## src/sv/spvc_pkg.sv

```systemverilog
// ----------------------------------------------------------------------------
// spvc_pkg
// Constants shared by the sine path velocity command unit and its checker.
// ----------------------------------------------------------------------------
package spvc_pkg;

  // Configuration register indexes.
  localparam int unsigned CFG_IDX_W = 4;
  localparam logic [CFG_IDX_W-1:0] REG_FWD_SPEED   = 4'd0;
  localparam logic [CFG_IDX_W-1:0] REG_LAT_AMP     = 4'd1;
  localparam logic [CFG_IDX_W-1:0] REG_OSC_FREQ    = 4'd2;
  localparam logic [CFG_IDX_W-1:0] REG_INV_WB      = 4'd3;
  localparam logic [CFG_IDX_W-1:0] REG_OSC_DELAY   = 4'd4;
  localparam logic [CFG_IDX_W-1:0] REG_START_X     = 4'd5;
  localparam logic [CFG_IDX_W-1:0] REG_STOP_X      = 4'd6;
  localparam logic [CFG_IDX_W-1:0] REG_START_SPEED = 4'd7;

  // Register reset values.
  localparam logic [15:0] RST_FWD_SPEED   = 16'd13107;
  localparam logic [15:0] RST_LAT_AMP     = 16'd5243;
  localparam logic [19:0] RST_OSC_FREQ    = 20'd52429;
  localparam logic [23:0] RST_INV_WB      = 24'd218453;
  localparam logic [31:0] RST_OSC_DELAY   = 32'd163840;
  localparam logic [22:0] RST_START_X     = 23'd32768;
  localparam logic [22:0] RST_STOP_X      = 23'd262144;
  localparam logic [15:0] RST_START_SPEED = 16'd13107;

  // Phase codes.
  localparam logic [1:0] PHASE_START = 2'd0;
  localparam logic [1:0] PHASE_OSC   = 2'd1;
  localparam logic [1:0] PHASE_STOP  = 2'd2;

  // Angle constants in Q30.
  localparam logic [30:0] ONE_Q30     = 31'd1073741824;
  localparam logic [30:0] HALF_PI_Q30 = 31'd1686629713;
  localparam logic [31:0] PI_Q30      = 32'd3373259426;
  localparam logic [32:0] TWO_PI_Q30  = 33'd6746518852;

  // floor(2^62 / 2pi_q30): quotient estimate for the range reduction.
  localparam logic [29:0] RED_RECIP = 30'((64'd1 << 62) / 64'd6746518852);

  // Series divisors 110, 72, 42, 20, 6 as ceil(2^40 / k).
  localparam int unsigned POLY_STEPS = 5;
  localparam int unsigned RECIP_SH   = 40;
  localparam logic [37:0] POLY_RECIP [0:POLY_STEPS-1] = '{
    38'(((64'd1 << 40) + 64'd109) / 64'd110),
    38'(((64'd1 << 40) + 64'd71) / 64'd72),
    38'(((64'd1 << 40) + 64'd41) / 64'd42),
    38'(((64'd1 << 40) + 64'd19) / 64'd20),
    38'(((64'd1 << 40) + 64'd5) / 64'd6)
  };

  // Divider quotient bits.
  localparam int unsigned DIV_QBITS = 17;

  // Latencies in cycles from the input register to the output register.
  localparam int unsigned SINE_LAT   = 6 + 3 * POLY_STEPS + 1;
  localparam int unsigned DIV_LAT    = DIV_QBITS + 2;
  localparam int unsigned PIPE_DEPTH = 2 + SINE_LAT + 5;

  // Output saturation limits.
  localparam logic signed [20:0] LIN_MAX  = 21'sd524287;
  localparam logic signed [20:0] LIN_MIN  = -21'sd524288;
  localparam logic signed [29:0] TURN_MAX = 30'sd2097151;
  localparam logic signed [29:0] TURN_MIN = -30'sd2097152;

endpackage

```

## src/sv/spvc_div.sv

```systemverilog
// ----------------------------------------------------------------------------
// spvc_div
// Pipelined restoring divider, one quotient bit per stage, computing
// (num << 16) / den truncated toward zero for |num| <= den.
// ----------------------------------------------------------------------------
module spvc_div (
  input  logic               clk_i,
  input  logic               en_i,
  input  logic signed [32:0] num_i,
  input  logic        [31:0] den_i,
  output logic signed [17:0] quo_o
);
  import spvc_pkg::*;

  logic [31:0]          rem_q [0:DIV_QBITS];
  logic [DIV_QBITS-1:0] quo_q [0:DIV_QBITS];
  logic [31:0]          den_q [0:DIV_QBITS];
  logic                 neg_q [0:DIV_QBITS];
  logic                 low_q;
  logic signed [17:0]   res_q;

  logic [32:0] mag;
  assign mag = num_i[32] ? 33'(-num_i) : 33'(num_i);

  always_ff @(posedge clk_i) begin
    if (en_i) begin
      rem_q[0] <= mag[32:1];
      low_q    <= mag[0];
      quo_q[0] <= '0;
      den_q[0] <= den_i;
      neg_q[0] <= num_i[32];
    end
  end

  for (genvar i = 0; i < DIV_QBITS; i++) begin : g_bit
    logic [32:0] shifted;
    logic        fits;
    if (i == 0) begin : g_top
      assign shifted = {rem_q[i], low_q};
    end else begin : g_low
      assign shifted = {rem_q[i], 1'b0};
    end
    assign fits = (shifted >= {1'b0, den_q[i]});

    always_ff @(posedge clk_i) begin
      if (en_i) begin
        rem_q[i+1] <= fits ? 32'(shifted - {1'b0, den_q[i]}) : shifted[31:0];
        quo_q[i+1] <= {quo_q[i][DIV_QBITS-2:0], fits};
        den_q[i+1] <= den_q[i];
        neg_q[i+1] <= neg_q[i];
      end
    end
  end

  always_ff @(posedge clk_i) begin
    if (en_i) begin
      res_q <= neg_q[DIV_QBITS] ? -$signed({1'b0, quo_q[DIV_QBITS]})
                                :  $signed({1'b0, quo_q[DIV_QBITS]});
    end
  end

  assign quo_o = res_q;

endmodule

```

## config.mk

```make
export PLATFORM = sky130hd
export DESIGN_NAME = spvc_div
export DESIGN_NICKNAME = d
export VERILOG_FILES = /design/src/sv/spvc_pkg.sv /design/src/sv/spvc_div.sv
export SDC_FILE = /design/constraint.sdc
export NUM_CORES = 2
export LEC_CHECK = 0
export ABC_AREA = 1
export BUFFER_PORTS_ARGS = -buffer_cell sky130_fd_sc_hd__buf_2
export CORE_UTILIZATION = 60
export DETAILED_ROUTE_END_ITERATION = 8
export PLACE_DENSITY = 0.84
export SLEW_MARGIN = 20
export SYNTH_ARGS = -nofsm -noshare
export SYNTH_HDL_FRONTEND = slang
export SYNTH_SLANG_ARGS = --single-unit
```

## constraint.sdc

```tcl
create_clock -name clk_i -period 2.6 [get_ports clk_i]
set_input_delay 0.52 -clock clk_i [delete_from_list [all_inputs] [get_ports clk_i]]
set_output_delay 0.52 -clock clk_i [all_outputs]
set_load 0.03 [all_outputs]
```

Yosys cells after proc, flatten, opt, wreduce, memory -nomap -nowiden
Memories as Yosys holds them, arrays and structs flattened.
Cells that the tools add are included.
{"block": "word_totals", "output_inout_bits": 18, "wordCells": 64, "inputBits": 67, "ram_bits": 1476, "n_memories": 4, "regBits": 19}
{"memory": "den_q", "depth": 18, "word_bits": 32, "read_ports": 17, "rd_ports_with_merged_regs": 0, "write_ports": 18, "line_no": "spvc_div.sv:17", "source": "logic [31:0] den_q [0:DIV_QBITS];"}
{"memory": "rem_q", "depth": 18, "word_bits": 32, "read_ports": 17, "rd_ports_with_merged_regs": 0, "write_ports": 18, "line_no": "spvc_div.sv:15", "source": "logic [31:0] rem_q [0:DIV_QBITS];"}
{"memory": "quo_q", "depth": 18, "word_bits": 17, "read_ports": 18, "rd_ports_with_merged_regs": 0, "write_ports": 18, "line_no": "spvc_div.sv:16", "source": "logic [DIV_QBITS-1:0] quo_q [0:DIV_QBITS];"}
{"memory": "neg_q", "depth": 18, "word_bits": 1, "read_ports": 18, "rd_ports_with_merged_regs": 0, "write_ports": 18, "line_no": "spvc_div.sv:18", "source": "logic neg_q [0:DIV_QBITS];"}
{"block": "classes", "muxes": 21, "order_cmp": 17, "add_sub_neg": 19}
{"cell": "33-bit by 32-bit >= comparator with 1-bit output", "count": 17}
{"cell": "32-bit two-way mux", "count": 17}
{"cell": "32-bit subtractor", "count": 17}
{"cell": "33-bit two-way mux", "count": 1}
{"cell": "33-bit negator", "count": 1}
{"cell": "17-bit negator with 18-bit output", "count": 1}
{"cell": "17-bit two-way mux", "count": 1}
{"cell": "1-bit two-way mux", "count": 2}

Depth between registers and ports, before layout
An unclocked memory read counts as a cell.
{"block": "depth", "word_depth": 3, "ltp_mapped": 17, "depth_no_buf": 15}

Worst setup path before layout
OpenSTA, ideal clock, no wires.
{"block": "synth_path", "path_kind": "register to register", "startpoint": "memory rem_q[2][27]", "endpoint": "memory rem_q[3][24], data pin", "path_buffers": 1, "setup_ns": 0.253, "t_arrival_ns": 1.739, "stages_incl_launch_ff": 13, "setup_slack_ns": 0.608, "period_less_slack_ns": 1.992, "t_required_ns": 2.347, "path_cell_list": "edfxtp_1 -> ha_1 -> nand2_2 -> inv_2 -> a21oi_1 -> nor2_1 -> nor2_1 -> nand2_2 -> nor2_4 -> nand2_8 -> buf_8 -> nand3_2 -> nand2_1"}
{"item": "start: declaration", "line_no": "spvc_div.sv:15"}

==> flow_summary.json <==
{
  "crit_type": "flop to flop",
  "critical_path.top_delay_family": "simple AND/OR/NAND/NOR gates",
  "dr_total_vias": 81200,
  "grt_util_met2_pct": 60.1,
  "path_cells": "inv_2 > ha_4 > nand2_1 > nor2_2 > nand2_2 > nor3_4 > nand2_4 > buf_4 > nand3_1 > nand2_1",
  "clock_latency_ns": 0.80,
  "critPathMaxFanout": 9,
  "post-route-util_pct": 68.9,
  "status": "complete, no violations",
  "grt.overflow.total": 0,
  "h-tree-depth": 4,
  "grt_pass1_wl_mm": 448,
  "dp.cells": 14400,
  "synth.avg_cell_area_sq_um": 7.49,
  "path_common_cell": "nand2_1",
  "layout-drive-gt1-share_pct": 10.2,
  "cts_made_buffers": 142,
  "syn_to_final_growth_pct": 13.4,
  "clock_skew_ns": 0.0335,
  "die_x_um": 390,
  "reg2reg_to": "rem_q[16][18]$_DFFE_PP_",
  "io_buffers": 84,
  "fin_crit_sh_pct": 98.5,
  "setup_viol": 0,
  "worst_slew_pin_slew_ns": 0.793,
  "start_util_pct": 60.8,
  "placed_cell_area_sq_um": 96000,
  "r2r_cells": 10,
  "grt-busiest-layer": "met2",
  "min_to": "den_q[0][12]$_DFFE_PP_",
  "cpMaxStageDelayCell": "edfxtp_1",
  "dpl_worst_slack_ns": -0.234,
  "hold_viol": 0,
  "seq_area_frac_synth_pct": 42.5,
  "ys_ff_latch": 1278,
  "cp.arrival_ns": 3.08,
  "relSlewSlack_pct": 46.7,
  "met1_usage_pct": 51.9,
  "reg2reg_slack_ns": 0.04,
  "ant_nets": 0,
  "use_met3_pct": 8.46,
  "worst_setup_path_end_kind": "flop",
  "max_freq_mhz": 390,
  "setup_ws_ns": 0.0386,
  "async_reset_ff_share_pct": 0,
  "dp_hpwl_mm": 241,
  "dr.pass1.iters": 8,
  "ys_types": 40,
  "stdcell_count": 14800,
  "regToRegStartpoint": "den_q[15][25]$_DFFE_PP_",
  "p_leak_nw": 53.2,
  "clockRootBuffer": "clkbuf_16",
  "avgViaCountPerCell": 5.49,
  "hold_path_class": "input pin to flop",
  "die_area_sq_um": 152000,
  "numClockSinks": 1278,
  "rows": 141,
  "mappedNetlistNets": 12700,
  "drc": 0,
  "cts_tree": "done",
  "synth_edf_count": 1278,
  "cts_buffer_depth": 3,
  "tns_ns": 0,
  "critical_path.startpoint_type": "flop",
  "synth_warnings": 0,
  "slew_violations": 0,
  "drt_iter0_markers": 9035,
  "power.total_mw": 121,
  "ir_drop_uv": 824,
  "worstPathRequired_ns": 3.12,
  "wl_mm": 303,
  "grt_pass1_vias": 76000,
  "pin_count": 85,
  "grt_antenna_before_repair": 11,
  "wl_per_cell_um": 20.5,
  "core_area_sq_um": 149000,
  "pwr_density_cell_nw_per_um2": 1180,
  "fin_nets": 13300,
  "groute.usage.overall_pct": 39.1,
  "clk_pin_slew_ns": 0.06,
  "max-cap-violations": 0,
  "hold_start": "den_i[12]",
  "holdPathStages": 1,
  "whs_ns": 0.0520,
  "synthesis.area_sq_um": 90300,
  "stdcell_area_sq_um": 102000,
  "synth_flop_cell": "edfxtp_1",
  "grt_max_degree": 104,
  "crit_path_max_incr_delay_ns": 0.60,
  "crit_cells": 10,
  "dieHeight_um": 390,
  "period_needed_ns": 2.56,
  "synthCells": 12000,
  "gp_congestion": 1.05,
  "cp.buffers_inverters": 2
}
registers in the layout, indices dropped and copies added, names as in the netlist:
register / count
den_q: 544
rem_q: 544
quo_q: 153
neg_q: 18
quo_o: 18
low_q: 1
cells in the final DEF, fill, tap and decap left out, drive strengths merged, types with 26 or more instances in the layout:
cell type     n
nand4        57
nor2        701
clkinv       52
xnor2        26
o21ai        36
a21oi       357
clkbuf      159
nor3        144
nand2      4725
xor2        240
and2        131
inv        2490
ha          545
nand3       964
buf         596
edfxtp     1278
nand3b      159
cell type report:
type | count | area, sq um
Antenna cell | 5 | 12.5
Clock buffer | 159 | 3640
Clock inverter | 98 | 1100
Fill cell | 12300 | 46200
Inverter | 2473 | 9300
Multi-Input combinational cell | 8149 | 42300
Sequential cell | 1278 | 38400
Tap cell | 2002 | 2500
Timing Repair Buffer | 621 | 5170
timing repair:
item,4_1_cts,5_1_grt
pin swaps,2,21
setup buffers,16,41
hold buffers,25,0
cloned,1,3
hold endpoints to repair,25,0
resized for setup,20,169
setup endpoints to repair,36,340
layer usage:
metal,wire (um),part of all wire (%),up-vias
met2,131000,43,4282
met1,121000,40,37200
met5,261,0.086,-
met3,31900,11,824
met4,18200,6.0,14
li1,-,-,38800
cell families after synthesis:
group / count (synthesis) / synth area share, %
buffers and inverters: 2625 / 11.6
AO/OA/AOI/OAI: 423 / 2.43
AND/OR/NAND/NOR: 6895 / 33.0
adder cells (fa/ha/maj): 561 / 7.91
flip-flops: 1278 / 42.5
XOR/XNOR: 266 / 2.58
where the power goes:
part	switching (mW)	internal, mW	leakage (nW)
clock network	9.05	11.9	2.29
registers	5.00	30.3	12.5
logic	42.4	22.1	38.4
cells in the mapped netlist (35+ instances only):
library cell | count | area (sq um)
nor3_1 | 127 | 636
nor2_1 | 644 | 2420
a21oi_1 | 356 | 1780
nor2_2 | 45 | 282
nand3_2 | 130 | 1300
o21ai_0 | 35 | 175
and2_1 | 131 | 820
buf_6 | 46 | 518
inv_1 | 2448 | 9190
nand4_1 | 57 | 357
xor2_1 | 240 | 2100
nand2_1 | 4636 | 17400
nand3_1 | 834 | 4170
nand3b_1 | 159 | 1190
nand2_2 | 58 | 363
edfxtp_1 | 1278 | 38400
buf_2 | 78 | 390
ha_1 | 545 | 6820
how the worst max path moves through the flow:
stage,to,from
2_1_floorplan,rem_q[3][24]$_DFFE_PP_,rem_q[2][27]$_DFFE_PP_
3_3_place_gp,rem_q[2][28]$_DFFE_PP_,den_q[1][28]$_DFFE_PP_
3_5_place_dp,rem_q[2][28]$_DFFE_PP_,den_q[1][28]$_DFFE_PP_
4_1_cts,rem_q[2][28]$_DFFE_PP_,rem_q[1][29]$_DFFE_PP_
5_1_grt,rem_q[16][25]$_DFFE_PP_,den_q[15][28]$_DFFE_PP_
6_report,rem_q[16][18]$_DFFE_PP_,den_q[15][25]$_DFFE_PP_
No activity file was read; power rests on OpenSTA's default activity.
